==> config.mk <==
export PLATFORM = sky130hd
export DESIGN_NAME = midi_track_event_parser_unit
export DESIGN_NICKNAME = d
export VERILOG_FILES = /design/src/mtep_pkg.sv /design/src/mtep_in_stage.sv /design/src/mtep_parse_core.sv /design/src/mtep_out_stage.sv /design/src/midi_track_event_parser_unit.sv
export SDC_FILE = /design/constraint.sdc
export NUM_CORES = 1
export LEC_CHECK = 0
export ABC_AREA = 1
export CAP_MARGIN = 20
export CORE_UTILIZATION = 50
export CTS_BUF_LIST = sky130_fd_sc_hd__clkbuf_16
export CTS_CLUSTER_SIZE = 12
export DETAILED_ROUTE_END_ITERATION = 10
export DONT_BUFFER_PORTS = 1
export GPL_ROUTABILITY_DRIVEN = 1
export SLEW_MARGIN = 15
export SYNTH_ARGS = -nofsm -noshare
export SYNTH_HDL_FRONTEND = slang
export SYNTH_SLANG_ARGS = --single-unit
==> constraint.sdc <==
create_clock -name clk -period 4.4 [get_ports clk]
set_clock_uncertainty 0.15 [all_clocks]
set_input_delay 1.32 -clock clk [delete_from_list [all_inputs] [get_ports clk]]
set_output_delay 1.32 -clock clk [all_outputs]
set_load 0.03 [all_outputs]
==> src/mtep_pkg.sv <==
// Shared types, constants and helpers for the MIDI track event parser.
// Used by every module of the parser; depends on nothing else.
package mtep_pkg;

    // Field widths fixed by the event format.
    localparam int BYTE_W = 8;
    localparam int DATA7_W = 7;
    localparam int LEN_W = 28;
    localparam int VLQ_BITS = 7;
    localparam int KIND_W = 2;
    localparam int ERR_W = 3;
    localparam int CNT_W = 3;

    // Longest variable-length count accepted, in bytes.
    localparam int MAX_LENGTH_BYTES = 4;

    // Mask of the status high nibble and the size of a three-byte message.
    localparam logic [3:0] NIBBLE_MASK = 4'hF;
    localparam int THREE_BYTE_MSG = 3;

    // Record kinds.
    localparam logic [KIND_W-1:0] KIND_CHANNEL = 2'd0;
    localparam logic [KIND_W-1:0] KIND_HEADER = 2'd1;
    localparam logic [KIND_W-1:0] KIND_PAYLOAD = 2'd2;
    localparam logic [KIND_W-1:0] KIND_ERROR = 2'd3;

    // Error codes.
    localparam logic [ERR_W-1:0] ERR_NONE = 3'd0;
    localparam logic [ERR_W-1:0] ERR_BAD_STATUS = 3'd1;
    localparam logic [ERR_W-1:0] ERR_COUNT_LONG = 3'd2;
    localparam logic [ERR_W-1:0] ERR_TRUNCATED = 3'd3;
    localparam logic [ERR_W-1:0] ERR_NO_RUNNING = 3'd4;

    // Special status bytes.
    localparam logic [BYTE_W-1:0] STATUS_META = 8'hFF;
    localparam logic [BYTE_W-1:0] STATUS_SYSEX = 8'hF0;
    localparam logic [BYTE_W-1:0] STATUS_ESCAPE = 8'hF7;
    localparam logic [BYTE_W-1:0] STATUS_SYSTEM = 8'hF0;

    // High nibbles of the one-data-byte channel messages.
    localparam logic [3:0] NIB_PROGRAM = 4'hC;
    localparam logic [3:0] NIB_PRESSURE = 4'hD;

    // Parser phases, one-hot.
    typedef enum logic [5:0] {
        PH_WAIT    = 6'b000001,
        PH_DATA1   = 6'b000010,
        PH_DATA2   = 6'b000100,
        PH_TYPE    = 6'b001000,
        PH_LEN     = 6'b010000,
        PH_PAYLOAD = 6'b100000
    } phase_t;

    // One input byte as held in the input register.
    typedef struct packed {
        logic [BYTE_W-1:0] byte_value;
        logic              chunk_end;
    } item_t;

    // One result record.
    typedef struct packed {
        logic [KIND_W-1:0]  record_kind;
        logic [BYTE_W-1:0]  status;
        logic [BYTE_W-1:0]  first_data;
        logic [DATA7_W-1:0] second_data;
        logic               has_second;
        logic [LEN_W-1:0]   payload_length;
        logic [BYTE_W-1:0]  payload_byte;
        logic               last;
        logic [ERR_W-1:0]   error_code;
    } record_t;

    // True when a channel status carries two data bytes.
    function automatic logic is_three_byte(input logic [BYTE_W-1:0] st);
        logic [3:0] hi;
        hi = st[7:4] & NIBBLE_MASK;
        return !((hi == NIB_PROGRAM) || (hi == NIB_PRESSURE));
    endfunction

endpackage

==> src/mtep_in_stage.sv <==
// Input register of the MIDI track event parser: holds one request byte.
// Depends on mtep_pkg.
module mtep_in_stage (
    input  logic             clk,
    input  logic             rst_n,
    input  logic             byte_valid,
    output logic             byte_stall,
    input  logic [7:0]       byte_value,
    input  logic             chunk_end,
    input  logic             advance,
    output logic             item_valid,
    output mtep_pkg::item_t  item
);

    logic            valid_reg;
    logic            valid_next;
    mtep_pkg::item_t item_reg;
    logic            load;

    // Hold the request while the held byte cannot move on.
    assign byte_stall = valid_reg && !advance;
    assign load = byte_valid && !byte_stall;

    always_comb
    begin
        if (load)
        begin
            valid_next = 1'b1;
        end
        else if (advance)
        begin
            valid_next = 1'b0;
        end
        else
        begin
            valid_next = valid_reg;
        end
    end

    always_ff @(posedge clk or negedge rst_n)
    begin
        if (!rst_n)
        begin
            valid_reg <= 1'b0;
        end
        else
        begin
            valid_reg <= valid_next;
        end
    end

    // Payload register needs no reset.
    always_ff @(posedge clk)
    begin
        if (load)
        begin
            item_reg.byte_value <= byte_value;
            item_reg.chunk_end <= chunk_end;
        end
    end

    assign item_valid = valid_reg;
    assign item = item_reg;

endmodule

==> src/mtep_parse_core.sv <==
// Parse state and per-byte decode of the MIDI track event parser.
// Depends on mtep_pkg.
module mtep_parse_core (
    input  logic              clk,
    input  logic              rst_n,
    input  logic              advance,
    input  mtep_pkg::item_t   item,
    output logic              has_rec,
    output mtep_pkg::record_t rec
);

    localparam int LW = mtep_pkg::LEN_W;
    localparam int BW = mtep_pkg::BYTE_W;

    mtep_pkg::phase_t     phase_reg, phase_next;
    logic [BW-1:0]        running_reg, running_next;
    logic [BW-1:0]        current_reg, current_next;
    logic [BW-1:0]        held_reg, held_next;
    logic [LW-1:0]        acc_reg, acc_next;
    logic [mtep_pkg::CNT_W-1:0] cnt_reg, cnt_next;
    logic [LW-1:0]        remain_reg, remain_next;

    // Decode of the held byte against the current phase.
    always_comb
    begin
        logic [BW-1:0]  b;
        logic           last_byte;
        logic           do_take;
        logic [BW-1:0]  take_st;
        logic           do_fail;
        logic [BW-1:0]  fail_st;
        logic [mtep_pkg::ERR_W-1:0] fail_err;
        logic [LW-1:0]  acc_new;
        logic [mtep_pkg::CNT_W-1:0] cnt_new;
        logic [LW-1:0]  remain_dec;

        b = item.byte_value;
        last_byte = item.chunk_end;
        do_take = 1'b0;
        take_st = current_reg;
        do_fail = 1'b0;
        fail_st = '0;
        fail_err = mtep_pkg::ERR_NONE;
        acc_new = {acc_reg[LW-mtep_pkg::VLQ_BITS-1:0], b[mtep_pkg::VLQ_BITS-1:0]};
        cnt_new = cnt_reg + 1'b1;
        remain_dec = (remain_reg != '0) ? (remain_reg - 1'b1) : remain_reg;

        phase_next = phase_reg;
        running_next = running_reg;
        current_next = current_reg;
        held_next = held_reg;
        acc_next = acc_reg;
        cnt_next = cnt_reg;
        remain_next = remain_reg;
        has_rec = 1'b0;
        rec = '0;

        unique case (phase_reg)
            mtep_pkg::PH_WAIT:
            begin
                if (!b[7])
                begin
                    // Data byte: fall back on running status.
                    if (running_reg == '0)
                    begin
                        do_fail = 1'b1;
                        fail_st = '0;
                        fail_err = mtep_pkg::ERR_NO_RUNNING;
                    end
                    else
                    begin
                        current_next = running_reg;
                        take_st = running_reg;
                        do_take = 1'b1;
                    end
                end
                else if (b < mtep_pkg::STATUS_SYSTEM)
                begin
                    // Channel status byte.
                    current_next = b;
                    running_next = b;
                    if (last_byte)
                    begin
                        do_fail = 1'b1;
                        fail_st = b;
                        fail_err = mtep_pkg::ERR_TRUNCATED;
                    end
                    else
                    begin
                        phase_next = mtep_pkg::PH_DATA1;
                    end
                end
                else if ((b == mtep_pkg::STATUS_META) || (b == mtep_pkg::STATUS_SYSEX)
                         || (b == mtep_pkg::STATUS_ESCAPE))
                begin
                    // Meta or sysex event start.
                    current_next = b;
                    running_next = '0;
                    held_next = '0;
                    acc_next = '0;
                    cnt_next = '0;
                    if (last_byte)
                    begin
                        do_fail = 1'b1;
                        fail_st = b;
                        fail_err = mtep_pkg::ERR_TRUNCATED;
                    end
                    else if (b == mtep_pkg::STATUS_META)
                    begin
                        phase_next = mtep_pkg::PH_TYPE;
                    end
                    else
                    begin
                        phase_next = mtep_pkg::PH_LEN;
                    end
                end
                else
                begin
                    current_next = b;
                    do_fail = 1'b1;
                    fail_st = b;
                    fail_err = mtep_pkg::ERR_BAD_STATUS;
                end
            end
            mtep_pkg::PH_DATA1:
            begin
                do_take = 1'b1;
            end
            mtep_pkg::PH_DATA2:
            begin
                phase_next = mtep_pkg::PH_WAIT;
                has_rec = 1'b1;
                rec.record_kind = mtep_pkg::KIND_CHANNEL;
                rec.status = current_reg;
                rec.first_data = held_reg;
                rec.second_data = b[mtep_pkg::DATA7_W-1:0];
                rec.has_second = 1'b1;
                rec.last = 1'b1;
            end
            mtep_pkg::PH_TYPE:
            begin
                if (last_byte)
                begin
                    do_fail = 1'b1;
                    fail_st = current_reg;
                    fail_err = mtep_pkg::ERR_TRUNCATED;
                end
                else
                begin
                    held_next = b;
                    phase_next = mtep_pkg::PH_LEN;
                end
            end
            mtep_pkg::PH_LEN:
            begin
                acc_next = acc_new;
                cnt_next = cnt_new;
                if (b[7])
                begin
                    // Count continues.
                    if (cnt_new >= mtep_pkg::CNT_W'(mtep_pkg::MAX_LENGTH_BYTES))
                    begin
                        do_fail = 1'b1;
                        fail_st = current_reg;
                        fail_err = mtep_pkg::ERR_COUNT_LONG;
                    end
                    else if (last_byte)
                    begin
                        do_fail = 1'b1;
                        fail_st = current_reg;
                        fail_err = mtep_pkg::ERR_TRUNCATED;
                    end
                end
                else if (acc_new == '0)
                begin
                    // Empty event completes with its header.
                    phase_next = mtep_pkg::PH_WAIT;
                    has_rec = 1'b1;
                    rec.record_kind = mtep_pkg::KIND_HEADER;
                    rec.status = current_reg;
                    rec.first_data = held_reg;
                    rec.last = 1'b1;
                end
                else if (last_byte)
                begin
                    do_fail = 1'b1;
                    fail_st = current_reg;
                    fail_err = mtep_pkg::ERR_TRUNCATED;
                end
                else
                begin
                    remain_next = acc_new;
                    phase_next = mtep_pkg::PH_PAYLOAD;
                    has_rec = 1'b1;
                    rec.record_kind = mtep_pkg::KIND_HEADER;
                    rec.status = current_reg;
                    rec.first_data = held_reg;
                    rec.payload_length = acc_new;
                end
            end
            mtep_pkg::PH_PAYLOAD:
            begin
                remain_next = remain_dec;
                if ((remain_dec != '0) && last_byte)
                begin
                    do_fail = 1'b1;
                    fail_st = current_reg;
                    fail_err = mtep_pkg::ERR_TRUNCATED;
                end
                if (remain_dec == '0)
                begin
                    phase_next = mtep_pkg::PH_WAIT;
                end
                has_rec = 1'b1;
                rec.record_kind = mtep_pkg::KIND_PAYLOAD;
                rec.status = current_reg;
                rec.first_data = held_reg;
                rec.payload_length = acc_reg;
                rec.payload_byte = b;
                rec.last = (remain_dec == '0);
            end
            default:
            begin
                phase_next = mtep_pkg::PH_WAIT;
            end
        endcase

        // First data byte of a channel message.
        if (do_take)
        begin
            if (mtep_pkg::is_three_byte(take_st))
            begin
                if (last_byte)
                begin
                    do_fail = 1'b1;
                    fail_st = take_st;
                    fail_err = mtep_pkg::ERR_TRUNCATED;
                end
                else
                begin
                    held_next = b;
                    phase_next = mtep_pkg::PH_DATA2;
                end
            end
            else
            begin
                phase_next = mtep_pkg::PH_WAIT;
                has_rec = 1'b1;
                rec.record_kind = mtep_pkg::KIND_CHANNEL;
                rec.status = take_st;
                rec.first_data = b;
                rec.last = 1'b1;
            end
        end

        // An error replaces any other record and drops running status.
        if (do_fail)
        begin
            running_next = '0;
            phase_next = mtep_pkg::PH_WAIT;
            acc_next = '0;
            cnt_next = '0;
            remain_next = '0;
            has_rec = 1'b1;
            rec = '0;
            rec.record_kind = mtep_pkg::KIND_ERROR;
            rec.status = fail_st;
            rec.last = 1'b1;
            rec.error_code = fail_err;
        end
    end

    // Parse state advances once per consumed byte.
    always_ff @(posedge clk or negedge rst_n)
    begin
        if (!rst_n)
        begin
            phase_reg <= mtep_pkg::PH_WAIT;
            running_reg <= '0;
            current_reg <= '0;
            held_reg <= '0;
            acc_reg <= '0;
            cnt_reg <= '0;
            remain_reg <= '0;
        end
        else if (advance)
        begin
            phase_reg <= phase_next;
            running_reg <= running_next;
            current_reg <= current_next;
            held_reg <= held_next;
            acc_reg <= acc_next;
            cnt_reg <= cnt_next;
            remain_reg <= remain_next;
        end
    end

endmodule

==> src/mtep_out_stage.sv <==
// Result register of the MIDI track event parser, driving the record port.
// Depends on mtep_pkg.
module mtep_out_stage (
    input  logic              clk,
    input  logic              rst_n,
    input  logic              load,
    input  mtep_pkg::record_t rec_in,
    output logic              out_free,
    output logic              record_valid,
    input  logic              record_stall,
    output logic [1:0]        record_kind,
    output logic [7:0]        status,
    output logic [7:0]        first_data,
    output logic [6:0]        second_data,
    output logic              has_second,
    output logic [27:0]       payload_length,
    output logic [7:0]        payload_byte,
    output logic              last,
    output logic [2:0]        error_code
);

    logic              valid_reg;
    logic              valid_next;
    mtep_pkg::record_t rec_reg;

    // Free when empty or when the held record leaves this cycle.
    assign out_free = !valid_reg || !record_stall;

    always_comb
    begin
        if (load)
        begin
            valid_next = 1'b1;
        end
        else if (record_stall)
        begin
            valid_next = valid_reg;
        end
        else
        begin
            valid_next = 1'b0;
        end
    end

    always_ff @(posedge clk or negedge rst_n)
    begin
        if (!rst_n)
        begin
            valid_reg <= 1'b0;
        end
        else
        begin
            valid_reg <= valid_next;
        end
    end

    always_ff @(posedge clk)
    begin
        if (load)
        begin
            rec_reg <= rec_in;
        end
    end

    assign record_valid = valid_reg;
    assign record_kind = rec_reg.record_kind;
    assign status = rec_reg.status;
    assign first_data = rec_reg.first_data;
    assign second_data = rec_reg.second_data;
    assign has_second = rec_reg.has_second;
    assign payload_length = rec_reg.payload_length;
    assign payload_byte = rec_reg.payload_byte;
    assign last = rec_reg.last;
    assign error_code = rec_reg.error_code;

endmodule

==> src/midi_track_event_parser_unit.sv <==
// MIDI track event parser: one track byte in, at most one record out per byte.
// A byte is held in the input register, and its record is then registered in the result register.
// Throughput: one byte per cycle while the record side does not stall; the
// input register and the result register bound the path, and the parse state
// updates once per byte. Reset (rst_n low, asynchronous) empties both registers
// and returns the parser to waiting for a status byte with no running status.
module midi_track_event_parser_unit (
    input  logic        clk,
    input  logic        rst_n,
    input  logic        byte_valid,
    output logic        byte_stall,
    input  logic [7:0]  byte_value,
    input  logic        chunk_end,
    output logic        record_valid,
    input  logic        record_stall,
    output logic [1:0]  record_kind,
    output logic [7:0]  status,
    output logic [7:0]  first_data,
    output logic [6:0]  second_data,
    output logic        has_second,
    output logic [27:0] payload_length,
    output logic [7:0]  payload_byte,
    output logic        last,
    output logic [2:0]  error_code
);

    logic              item_valid;
    mtep_pkg::item_t   item;
    logic              has_rec;
    mtep_pkg::record_t rec;
    logic              out_free;
    logic              advance;
    logic              load;

    // A held byte moves on when it makes no record or the result slot is free.
    assign advance = item_valid && (!has_rec || out_free);
    assign load = advance && has_rec;

    mtep_in_stage u_in (
        .clk        (clk),
        .rst_n      (rst_n),
        .byte_valid (byte_valid),
        .byte_stall (byte_stall),
        .byte_value (byte_value),
        .chunk_end  (chunk_end),
        .advance    (advance),
        .item_valid (item_valid),
        .item       (item)
    );

    mtep_parse_core u_core (
        .clk     (clk),
        .rst_n   (rst_n),
        .advance (advance),
        .item    (item),
        .has_rec (has_rec),
        .rec     (rec)
    );

    mtep_out_stage u_out (
        .clk            (clk),
        .rst_n          (rst_n),
        .load           (load),
        .rec_in         (rec),
        .out_free       (out_free),
        .record_valid   (record_valid),
        .record_stall   (record_stall),
        .record_kind    (record_kind),
        .status         (status),
        .first_data     (first_data),
        .second_data    (second_data),
        .has_second     (has_second),
        .payload_length (payload_length),
        .payload_byte   (payload_byte),
        .last           (last),
        .error_code     (error_code)
    );

endmodule

==> After elaboration in Yosys (flattened, before gate mapping) <==
Cells that the tools add are included.
{ "classes": {"addsub": 2, "n_lt_le_gt_ge": 2, "eq_ne": 18, "mux": 120, "bitwise_logic": 2, "reduce_logical": 33} }
{ "ops": {"columns": ["op", "n"], "rows": [
  ["$mux 28", 12],
  ["$mux 8", 30],
  ["$pmux 28 s2", 3],
  ["$mux 6", 14],
  ["$mux 18", 4],
  ["$mux 64", 1],
  ["$logic_not 28->1", 2],
  ["$reduce_bool 28->1", 2],
  ["$pmux 18 s3", 1],
  ["$mux 3", 12],
  ["$pmux 8 s4", 1],
  ["$pmux 6 s5", 1],
  ["$mux 1", 28],
  ["$sub 28x1->28 const B", 1],
  ["$eq 8x8->1 const B", 3],
  ["$mux 17", 1],
  ["$pmux 8 s2", 1],
  ["$pmux 3 s4", 1],
  ["$reduce_and 5->1", 2],
  ["$ne 3x2->1 const B", 3],
  ["$reduce_bool 3->1", 3],
  ["$eq 4x4->1 const B", 2],
  ["$logic_not 8->1", 1],
  ["$lt 8x8->1 const B", 1],
  ["25 further kinds", 47]
]} }
{ "totals": {"register_bits": 166, "inputBits": 13, "out_inout_bits": 68, "word_cells": 197} }

==> Logic depth before layout (Yosys ltp) <==
Gate-level depths: netlist (run 1).
{ "depth": {"word_depth": 19, "mapped_depth": 21, "mapped_depth_nobuf": 20} }

==> Hierarchy <==
From an unflattened synthesis (run 1), not the netlist that was laid out.
{ "unflattened": {"cells_unflattened": 1231, "hier_area_um2": 9389.0} }
{ "by_module_without_submodules": {"columns": ["mod", "n_inst", "cells_each", "area_each_um2", "seq_area_each_um2"], "rows": [
  ["mtep_parse_core", 1, 1140, 7013.0, 2228.4],
  ["mtep_out_stage", 1, 70, 2023.2, 2006.9],
  ["mtep_in_stage", 1, 16, 327.8, 295.3],
  ["midi_track_event_parser_unit", 1, 5, 25.0, 0.0]
]} }

==> Least setup slack after synthesis (run 1) <==
OpenSTA, ideal clock, no wires.
{ "synth_path": {"path_type": "flip-flop to flip-flop", "from": "register u_core.remain_reg[0]", "to": "register u_out.rec_reg, in the netlist u_out.error_code[0], enable pin", "setup_ns": 0.420, "t_arrival_ns": 3.293, "t_required_ns": 3.830, "slack_ns": 0.537, "stages_incl_launch_ff": 17, "path_buffers": 0, "synth_period_minus_slack_ns": 3.863, "cell_sequence": "dfrtp_1 inv_1 ha_1 inv_1 nor2_1 nand2_1 xor2_1 nand2_1 nand2_1 nor2_1 nand2_1 nor2_1 nand2_1 nand3_4 nand4_4 nand3_1 inv_1"} }
{ "synth_between": {"elab_chain_cells": 14, "word_cells_on_any_way": 15, "classes_between": "add/sub: 1; mux: 7; reduce/logical: 7"} }
{ "synth_rtl": {"columns": ["element", "line_no", "rtl"], "rows": [
  ["start: declaration", "mtep_parse_core.sv:21", "logic [LW-1:0] remain_reg, remain_next;"],
  ["start signal: assignment", "mtep_parse_core.sv:294", "remain_reg <= remain_next;"],
  ["$sub 28x1->28 / $reduce_bool 28->1 (equally long branches)", "mtep_parse_core.sv:46", "remain_dec = (remain_reg != '0) ? (remain_reg - 1'b1) : remain_reg;"],
  ["$mux 28 *", "mtep_parse_core.sv:46", null],
  ["$reduce_bool 28->1 *", "mtep_parse_core.sv:204", "if ((remain_dec != '0) && last_byte)"],
  ["$logic_and 1x1->1 *", "mtep_parse_core.sv:204", null],
  ["$mux 1 *", "mtep_parse_core.sv:204", null],
  ["$pmux 1 s4 *", "mtep_parse_core.sv:58", "unique case (phase_reg)"],
  ["$mux 1", "mtep_parse_core.sv:233", "if (last_byte)"],
  ["$mux 1", "mtep_parse_core.sv:231", "if (mtep_pkg::is_three_byte(take_st))"],
  ["$mux 1 *", "mtep_parse_core.sv:229", "if (do_take)"],
  ["$mux 1 *", "mtep_parse_core.sv:257", "if (do_fail)"],
  ["$logic_not 1->1", "midi_track_event_parser_unit.sv:36", "assign advance = item_valid && (!has_rec || out_free);"],
  ["$logic_or 1x1->1", "midi_track_event_parser_unit.sv:36", null],
  ["$logic_and 1x1->1", "midi_track_event_parser_unit.sv:36", null],
  ["$logic_and 1x1->1 *", "midi_track_event_parser_unit.sv:37", "assign load = advance && has_rec;"],
  ["net load", "midi_track_event_parser_unit.sv:33", "logic load;"],
  ["end signal: assignment", "mtep_out_stage.sv:61", "rec_reg <= rec_in;"],
  ["end: declaration", "mtep_out_stage.sv:24", "mtep_pkg::record_t rec_reg;"]
]} }
The timed path passes the listed nets; every way through them passes the cells marked *.
A chain may end at the register's enable or synchronous reset.

==> Worst setup path after layout (run 1) <==
{ "layout_path": {"from": "register u_core.remain_reg[1]", "to": "output port byte_stall"} }
{ "layout_between": {"elab_chain_cells": 15, "word_cells_on_any_way": 16, "classes_between": "add/sub: 1; mux: 7; reduce/logical: 8"} }
{ "layout_rtl": {"columns": ["element", "line_no", "rtl"], "rows": [
  ["$sub 28x1->28 / $reduce_bool 28->1 (equally long branches)", "mtep_parse_core.sv:46", null],
  ["$mux 28 *", "mtep_parse_core.sv:46", null],
  ["$reduce_bool 28->1 *", "mtep_parse_core.sv:204", null],
  ["$logic_and 1x1->1 *", "mtep_parse_core.sv:204", null],
  ["$mux 1 *", "mtep_parse_core.sv:204", null],
  ["$pmux 1 s4 *", "mtep_parse_core.sv:58", null],
  ["$mux 1", "mtep_parse_core.sv:233", null],
  ["$mux 1", "mtep_parse_core.sv:231", null],
  ["$mux 1 *", "mtep_parse_core.sv:229", null],
  ["$mux 1 *", "mtep_parse_core.sv:257", null],
  ["$logic_not 1->1 *", "midi_track_event_parser_unit.sv:36", null],
  ["$logic_or 1x1->1 *", "midi_track_event_parser_unit.sv:36", null],
  ["$logic_and 1x1->1 *", "midi_track_event_parser_unit.sv:36", null],
  ["$logic_not 1->1 *", "mtep_in_stage.sv:21", "assign byte_stall = valid_reg && !advance;"],
  ["$logic_and 1x1->1 *", "mtep_in_stage.sv:21", null],
  ["end: declaration", "midi_track_event_parser_unit.sv:11", "output logic byte_stall,"]
]} }
Mark *: on every way between the ends. The rest lies on a longest branch, timed or not.

==> results of run 1 <==
==> power breakdown <==
| group | leakage [nW] | internal [mW] | switching (mW) | total [mW] |
|---|---|---|---|---|
| sequential | 1.93 | 2.01 | 0.496 | 2.50 |
| clock | 0.290 | 0.852 | 0.686 | 1.54 |
| combinational | 2.98 | 0.916 | 1.90 | 2.81 |
==> layer usage <==
layer	track usage [%]	up-vias	wire, um
li1	-	4440	-
met1	43.6	4498	13700
met2	52.6	343	15100
met3	4.35	68	1750
met4	12.7	0	1170
met5	0	-	0
==> worst max-delay path, stage by stage (launching register included) <==
cell and delay [ns]:
dfrtp_1 0.41, inv_2 0.13, buf_4 0.14, ha_4 0.18, nand2_4 0.08, inv_2 0.07
nand2_1 0.10, o21ai_0 0.20, nand2_1 0.14, a21oi_1 0.15, nand3_1 0.09, nor2_2 0.11
nand2_2 0.11, nand3_4 0.11, nand4_4 0.13, nand3_4 0.10, inv_2 0.04, buf_6 0.13
==> stage by stage <==
step	TNS [ns]	setup slack [ns]
floorplan	0	0.537
global placement	0	0.184
detailed placement	0	0.156
CTS	0	0.00186
global route	-0.0346	-0.0346
finish	0	0.0574
==> what timing repair did <==
item,4_1_cts,5_1_grt
pin swaps,1,25
gates resized for setup,20,93
endpoints found under the setup margin,1,1
cloned,0,2
setup buffers,4,26
==> logic make-up after synthesis <==
logic type	Yosys count	synth area share (%)
AND/OR/NAND/NOR	816	36.5
buffers and inverters	175	7.96
flip-flops	166	46.3
AO/OA/AOI/OAI	144	8.19
XOR/XNOR	7	0.626
adder cells (fa/ha/maj)	3	0.384
==> final timing paths <==
kind | from | depth (start not counted) | endpoint
min | u_core.held_reg[5] | 2 | u_core.held_reg[5]
max | u_core.remain_reg[1] | 17 | byte_stall
max reg2reg | u_core.remain_reg[1] | 19 | u_out.payload_length[6]
min reg2reg | u_core.held_reg[5] | 2 | u_core.held_reg[5]
min in group asynchronous | rst_n | 0 | u_core.remain_reg[24]
max in group asynchronous | rst_n | 0 | u_core.phase_reg[0]
==> cell type report <==
class                      count  share of cell area [%]
multi-input combinational    970                    41.9
timing repair inverter         2                   0.220
inverter                     104                    3.58
tap                          260                    2.85
clock buffer                  17                    3.73
sequential                   166                    39.9
clock inverter                15                    1.51
timing repair buffer          84                    6.26
==> placed cells by master (no fill, tap or decap), types with 4 or more instances in the layout <==
cell type,count
a22oi_1,6
o22ai_1,25
buf_4,76
nor2_1,153
dfrtp_1,77
edfxtp_1,75
xor2_1,6
nor2_2,19
inv_1,92
clkbuf_16,17
nand3_4,4
nand4_1,94
nand2_1,402
or2_2,7
nor3_1,6
buf_12,6
nor2_4,17
nand2_4,6
nand2_2,25
nand3_1,63
inv_6,4
nand3b_1,5
dfrtp_2,13
a21oi_1,21
inv_2,8
o21ai_0,79
nor4_1,5
==> results by group, run 1 <==
Place
  • Placed insts: 1554
  • GPL Wtd Cong: 0.976
  • # port buffers: 0
  • Post-DP Area: 0.0102 sq mm
  • Post-detail-place hpwl: 21.7 mm

Outcome
  • Outcome: finished clean

Cells and area
  • ANT cells: 0
  • Layout Nets: 1361
  • Final core occ: 60.1%
  • Finished Cell Area: 0.0114 sq mm
  • Multi-input gate area: 0.00478 sq mm
  • Area delta synth->final: 16.4%
  • Layout cell share with drive strength beyond 1: 16.9%
  • FILL cells: 1777
  • Seq. cell area: 0.00455 sq mm
  • Fin cells: 1618

Timing
  • F_max: 230 MHz
  • WHS: 0.327 ns
  • Post-layout min period: 4.34 ns
  • Final hold vios: 0
  • Final setup vio count: 0
  • Max_slew headroom: 51.4%
  • Final period util: 98.7%
  • Slew Viols, Final: 0
  • Worst Max-Slew Pin Slew: 0.729 ns

Floorplan
  • CORE AREA: 0.0190 sq mm
  • Row Count: 50
  • Die area: 0.0201 sq mm
  • Starting Density: 51.6%
  • I/O pin total: 81
  • Chip width: 142 um
  • Die height: 142 um

Synthesis
  • Area leader, netlist: dfrtp_1
  • Syn. warnings: 0
  • Area contributors post-synth: dfrtp_1 23%, edfxtp_1 23%, nand2_1 16%
  • Sequential fraction of the synthesis area: 46.3%
  • Syn_nets: 1327
  • Mapped Area: 0.00979 sq mm
  • Number of synthesized register bits: 166
  • Count leader, synth: nand2_1
  • Cells after synthesis: 1311
  • Post-synth ARST share: 54.8%
  • Syn Area/Cell: 7.47 sq um
  • Synth Flop Type: dfrtp_1
  • Post-synth top cells: 429 x nand2_1, 180 x nor2_1, 96 x inv_1, 94 x nand4_1, 90 x dfrtp_1
  • Synth cell types: 45
  • Synth top area share: 23.0%
  • EDFF count, synth: 75

Detailed routing
  • DRT iter0 DRCs: 833
  • # DRC: 0
  • Final ANT Viol Nets: 0
  • DR WL/cell: 19.6 um
  • Vias per cell: 5.78
  • First-pass DRT Iterations: 7
  • Routed vias: 9349
  • Final WL: 31.7 mm

CTS
  • Clk root buf: clkbuf_16
  • CTS tree: done
  • Deepest clock path buffer count: 2
  • Worst-skew pair later-pin latency: 0.43 ns
  • TritonCTS Buffers: 17
  • Hold buffers post-CTS: 0
  • Total clock sinks: 166
  • Worst-path clk slew: 0.07 ns
  • H-tree depth: 4

Pwr
  • Pwr Total: 6.85 mW
  • Leakage power: 5.20 nW
  • PwrDens: 601 mW/mm^2
  • Peak supply drop: 357 uV

GRT
  • First-pass GRT wire length: 49.0 mm
  • Largest net degree at the start of global routing: 92
  • GRT overflow: 0
  • Vias in the first global route: 8548
  • Initial antenna violation count: 0
  • Tot GR Track Use: 32.3%

Flow run
  • Max Cap Viol: 0

Worst hold path
  • Worst hold-check path type: reg -> reg

Setup path
  • Setup CP Type: reg -> out
  • CP arrival: 2.87 ns
  • Reg2reg setup slack: 0.71 ns
  • Crit path max fanout: 7
  • Worst EP required: 2.93 ns
  • Critical Path End Type: primary output
  • Crit path launch type: flop
Power figures use the tool's default switching activity.
==> run 2: changes to the inputs <==
--- a/config.mk
+++ b/config.mk
@@ -9,10 +9,11 @@
 export CAP_MARGIN = 20
 export CORE_UTILIZATION = 50
 export CTS_BUF_LIST = sky130_fd_sc_hd__clkbuf_16
-export CTS_CLUSTER_SIZE = 12
+export CTS_CLUSTER_SIZE = 24
 export DETAILED_ROUTE_END_ITERATION = 10
 export DONT_BUFFER_PORTS = 1
 export GPL_ROUTABILITY_DRIVEN = 1
+export PLACE_DENSITY = 0.77
 export SLEW_MARGIN = 15
 export SYNTH_ARGS = -nofsm -noshare
 export SYNTH_HDL_FRONTEND = slang
==> run 2 against run 1 <==
Effect of this change: cell count is 2.5% lower; hold slack worse by 0.00054 ns; via count is 0.52% lower; clock-buffer cell count stayed put; routed wire length is 9.2% lower; largest power group is now registers; critical path type unchanged; critical path depth is 1 lower; design area is 5.5% lower; largest cell class unchanged; sequential share of layout area is 2.3 points higher; combinational power is 15% lower.
==> results by group, run 2 (synthesized netlist as in run 1, its figures left out) <==
Outcome
  • Outcome: finished clean

Worst hold path
  • Hold Path End: u_core.acc_reg[22]
  • Min-delay src: u_core.acc_reg[22]
  • Hold Crit Depth: 2
  • Worst hold-check path type: reg -> reg

Floorplan
  • Die area: 0.0201 sq mm
  • Chip width: 142 um
  • Die height: 142 um
  • CORE AREA: 0.0190 sq mm
  • Starting Density: 51.6%
  • Row Count: 50
  • I/O pin total: 81

Detailed routing
  • Final WL: 28.8 mm
  • First-pass DRT Iterations: 6
  • DR WL/cell: 18.2 um
  • Final ANT Viol Nets: 0
  • Vias per cell: 5.90
  • Routed vias: 9300
  • DRT iter0 DRCs: 1255
  • # DRC: 0

GRT
  • Tot GR Track Use: 28.8%
  • GRT overflow: 0
  • Largest net degree at the start of global routing: 92
  • Initial antenna violation count: 0
  • First-pass GRT wire length: 44.5 mm
  • Vias in the first global route: 8321

Timing
  • Slew Viols, Final: 0
  • Final hold vios: 0
  • F_max: 237 MHz
  • Worst Max-Slew Pin Slew: 0.812 ns
  • Final setup vio count: 0
  • Final period util: 96.0%
  • Max_slew headroom: 45.9%
  • WHS: 0.326 ns
  • Post-layout min period: 4.23 ns

Setup path
  • Worst EP required: 2.93 ns
  • Crit path launch type: flop
  • CP startpoint: u_core.remain_reg[22]
  • Path depth of the worst reg2reg path: 14
  • Crit path max fanout: 26
  • Critical Path End Type: primary output
  • Reg2reg setup slack: 0.75 ns
  • CP arrival: 2.76 ns
  • RR Startpoint: u_core.phase_reg[5]
  • Worst r2r dst: u_out.payload_length[17]
  • Setup CP Type: reg -> out

Place
  • Post-detail-place hpwl: 19.3 mm
  • GPL Wtd Cong: 0.985
  • # port buffers: 0

Pwr
  • PwrDens: 595 mW/mm^2
  • Pwr Total: 6.40 mW
  • Peak supply drop: 430 uV
  • Leakage power: 4.93 nW

Cells and area
  • Layout cell share with drive strength beyond 1: 11.2%
  • Most common cell after layout, fill and taps aside: nand2_1
  • Area delta synth->final: 10.0%
  • Most frequent cells in the layout: 428 x nand2_1, 163 x nor2_1, 94 x nand4_1
  • Layout Nets: 1319

CTS
  • Worst-skew pair later-pin latency: 0.44 ns
  • H-tree depth: 4
  • TritonCTS Buffers: 17
  • Clk root buf: clkbuf_16
  • Deepest clock path buffer count: 2
  • Total clock sinks: 166
  • CTS tree: done
  • Hold buffers post-CTS: 0
  • Worst-path clk slew: 0.06 ns

Flow run
  • Max Cap Viol: 0
[run 2: cell types whose count changed in the layout (fill, tap and decap cells not counted), sizes merged]
cell,change
clkinv,+2
clkinvlp,-2
inv,-2
buf,-40
diode,+1
[run 2: layer usage]
layer | wire (um) | global-route usage, % | vias up
li1 | - | - | 4350
met1 | 11900 | 38.8 | 4323
met2 | 13400 | 45.6 | 532
met3 | 2550 | 5.30 | 95
met4 | 904 | 12.1 | 0
met5 | 0 | 0 | -
[run 2: final cells by class]
class	instances	area [sq um]
antenna	1	2.50
inverter	104	395
fill	1724	8190
clock inverter	15	166
timing repair buffer	44	330
tap	260	325
clock buffer	17	425
multi-input combinational	970	4580
sequential	166	4540
[run 2: per-stage QoR]
stage                     worst slack (ns)  setup TNS [ns]  utilization (%)  instance area [sq um]  instances
final                                0.175               0             56.8                  10800       1577
after global routing               -0.0302         -0.0302             56.8                  10800       1576
after CTS                           0.0270               0             56.0                  10600       1569
after detailed placement             0.249               0             52.8                  10000       1536
after global placement               0.266               0             52.8                  10000       1536
after floorplan                      0.537               0                -                   9790       1311
[run 2: critical path, cell delays in order, from the launching register on]
cell,delay [ns]
dfrtp_1,0.46
nor2_1,0.17
nand2_1,0.08
nor2_2,0.14
nand2_1,0.12
nor2_4,0.18
inv_6,0.11
nand3_1,0.13
nand2_1,0.07
nor2_1,0.10
nand2_1,0.07
nor2_1,0.12
nand2_2,0.11
nand3_4,0.12
nand4_4,0.13
nand3_2,0.12
inv_2,0.10
[run 2: repair_timing]
item / CTS / global route
endpoints found under the setup margin: 1 / 1
pin swaps: 1 / 2
hold endpoints to repair: 0 / 0
resized for setup: 6 / 35
setup buffers: 1 / 7
[run 2: where the power goes]
part	internal, mW	switching [mW]	total [mW]
combinational	0.700	1.68	2.38
sequential	2.00	0.506	2.51
clock	0.850	0.663	1.51
[run 2: how the worst max path moves through the flow]
stage                                to  cells after the start
global route                 byte_stall                     17
finish                       byte_stall                     16
detailed placement           byte_stall                     13
CTS                          byte_stall                     15
global placement             byte_stall                     13
floorplan           u_out.error_code[0]                     16
==> run 3: changes to the inputs <==
==> constraint.sdc (replaced) <==
create_clock -name clk -period 4.4 [get_ports clk]
set_clock_uncertainty 0.15 [all_clocks]
set_input_delay 1.32 -clock clk [delete_from_list [all_inputs] [get_ports clk]]
set_output_delay 1.32 -clock clk [all_outputs]
set_load 0.01 [all_outputs]
==> run 3 against run 2 <==
Effect of this change: sequential power down 8.4%; clock-buffer cell count unchanged; flip-flop and latch count is the same; die area unchanged; non-clock buffer count down 5; combinational power is 2% higher; clock power hardly changed; routed wire length grew 1.5%; largest cell class unchanged.
==> results by group, run 3 (synthesized netlist as in run 1, its figures left out) <==
Detailed routing
  • Final ANT Viol Nets: 0
  • DRT iter0 DRCs: 1370
  • Routed vias: 9314
  • Vias per cell: 5.93
  • First-pass DRT Iterations: 6
  • DR WL/cell: 18.6 um
  • Final WL: 29.2 mm
  • # DRC: 0

Floorplan
  • Chip width: 142 um
  • Die area: 0.0201 sq mm
  • Row Count: 50
  • CORE AREA: 0.0190 sq mm
  • I/O pin total: 81
  • Starting Density: 51.6%
  • Die height: 142 um

Place
  • Post-detail-place hpwl: 19.5 mm
  • # port buffers: 0
  • Pre-CTS setup slack: 0.206 ns
  • GPL Wtd Cong: 0.953

Pwr
  • P_sw: 2.67 mW
  • Power share of the combinational group: 39.0%
  • P_int: 3.55 mW
  • Sequential share of power: 36.9%
  • Peak supply drop: 485 uV
  • PwrDens: 580 mW/mm^2
  • Switching part of the total power: 42.9%
  • Clock network power share: 24.1%
  • Leakage power: 4.91 nW

GRT
  • Tot GR Track Use: 29.9%
  • GRT overflow: 0
  • First-pass GRT wire length: 46.1 mm
  • Largest net degree at the start of global routing: 92
  • Vias in the first global route: 8536
  • Initial antenna violation count: 0

Timing
  • Final hold vios: 0
  • Worst Max-Slew Pin Slew: 0.781 ns
  • Accumulated negative setup slack: 0 ns
  • Final setup vio count: 0
  • Setup WS post-layout: 0.167 ns
  • WHS: 0.324 ns
  • Final period util: 96.2%
  • Slew Viols, Final: 0
  • F_max: 236 MHz
  • Max_slew headroom: 47.9%
  • Post-layout min period: 4.23 ns

Setup path
  • Reg2reg setup slack: 0.82 ns
  • CP max stage cell: dfrtp_1
  • CP arrival: 2.76 ns
  • CP dominant cell by count: nand2_1
  • Path depth of the worst reg2reg path: 19
  • Worst EP required: 2.93 ns
  • CP peak stage delay: 0.42 ns
  • Critical Path End Type: primary output
  • Critical Path, Cell by Cell: inv_4 > ha_4 > nand2_1 > inv_1 > nand2_1 > o21ai_0 > nand2_1 > nand2_2 > nand2_1 > nor2_1 > nand2_1 > nor2_1 > nand2_2 > nand3_4 > nand4_4 > nand3_2 > inv_1
  • Crit path launch type: flop
  • Setup CP Type: reg -> out
  • Crit path max fanout: 8

Cells and area
  • ANT cells: 0
  • Layout cell share with drive strength beyond 1: 10.4%
  • FILL cells: 1730
  • Layout Nets: 1314
  • Most frequent cells in the layout: 427 x nand2_1, 165 x nor2_1, 94 x nand4_1
  • Most common cell after layout, fill and taps aside: nand2_1
  • Final core occ: 56.6%
  • Area delta synth->final: 9.69%
  • Multi-input gate area: 0.00458 sq mm
  • Seq. cell area: 0.00454 sq mm

CTS
  • Clk root buf: clkbuf_16
  • Worst-skew pair later-pin latency: 0.45 ns
  • Worst-path clk slew: 0.06 ns
  • Deepest clock path buffer count: 2
  • H-tree depth: 4
  • CTS tree: done
  • Hold buffers post-CTS: 0
  • TritonCTS Buffers: 17
  • Total clock sinks: 166

Flow run
  • Max Cap Viol: 0

Worst hold path
  • Worst hold-check path type: reg -> reg
  • Hold Crit Depth: 2

Outcome
  • Outcome: finished clean
run 3: worst paths after layout:
kind,from,endpoint
worst min register to register,u_core.acc_reg[26],u_core.acc_reg[26]
worst max-delay path,u_core.remain_reg[0],byte_stall
worst max register to register,u_core.remain_reg[0],u_core.remain_reg[25]
min in group asynchronous,rst_n,u_core.phase_reg[4]
worst min-delay path,u_core.acc_reg[26],u_core.acc_reg[26]
max in group asynchronous,rst_n,u_core.phase_reg[0]
run 3: critical path: cells and delay by family, from the launching register on:
family / cells / cell delay, ns
flip-flops: 1 / 0.42
AO/OA/AOI/OAI: 1 / 0.15
adder cells (fa/ha/maj): 1 / 0.18
AND/OR/NAND/NOR: 12 / 1.24
buffers and inverters: 3 / 0.34
run 3: what timing repair did:
action / 4_1_cts / 5_1_grt
pin swaps: 0 / 4
gates resized for setup: 3 / 37
buffers inserted: 2 / 4
setup endpoints to repair: 1 / 1
run 3: power groups by stage:
stage          Clock, mW  Combinational, mW  Sequential (mW)
3_5_place_dp           0               2.28             2.31
4_1_cts             1.51               2.30             2.28
6_report            1.50               2.43             2.30
3_3_place_gp           0               2.25             2.31
2_1_floorplan          0               1.78             2.23
5_1_grt             1.57               2.68             2.32
run 3: per-stage QoR:
step	total power, mW	cells	instance area, sq um
floorplan	4.01	1311	9790
global placement	4.57	1533	10000
detailed placement	4.59	1533	10000
CTS	6.10	1567	10600
global route	6.57	1571	10700
finish	6.23	1571	10700
run 3: per-layer routing:
layer / GRT usage, % / share of wire (%) / vias up
met5: 0 / 0 / -
met3: 6.21 / 9.2 / 95
met4: 13.8 / 4.2 / 0
met1: 40.3 / 40 / 4310
met2: 46.3 / 46 / 569
li1: - / - / 4340
run 3: layout make-up:
cell class,instances,share of cell area [%]
repair buffers,39,2.96
inverters,104,3.71
flip-flops and latches,166,42.3
multi-input cells,970,42.7
clock buffers,17,3.96
clock inverters,15,1.41
well taps,260,3.03
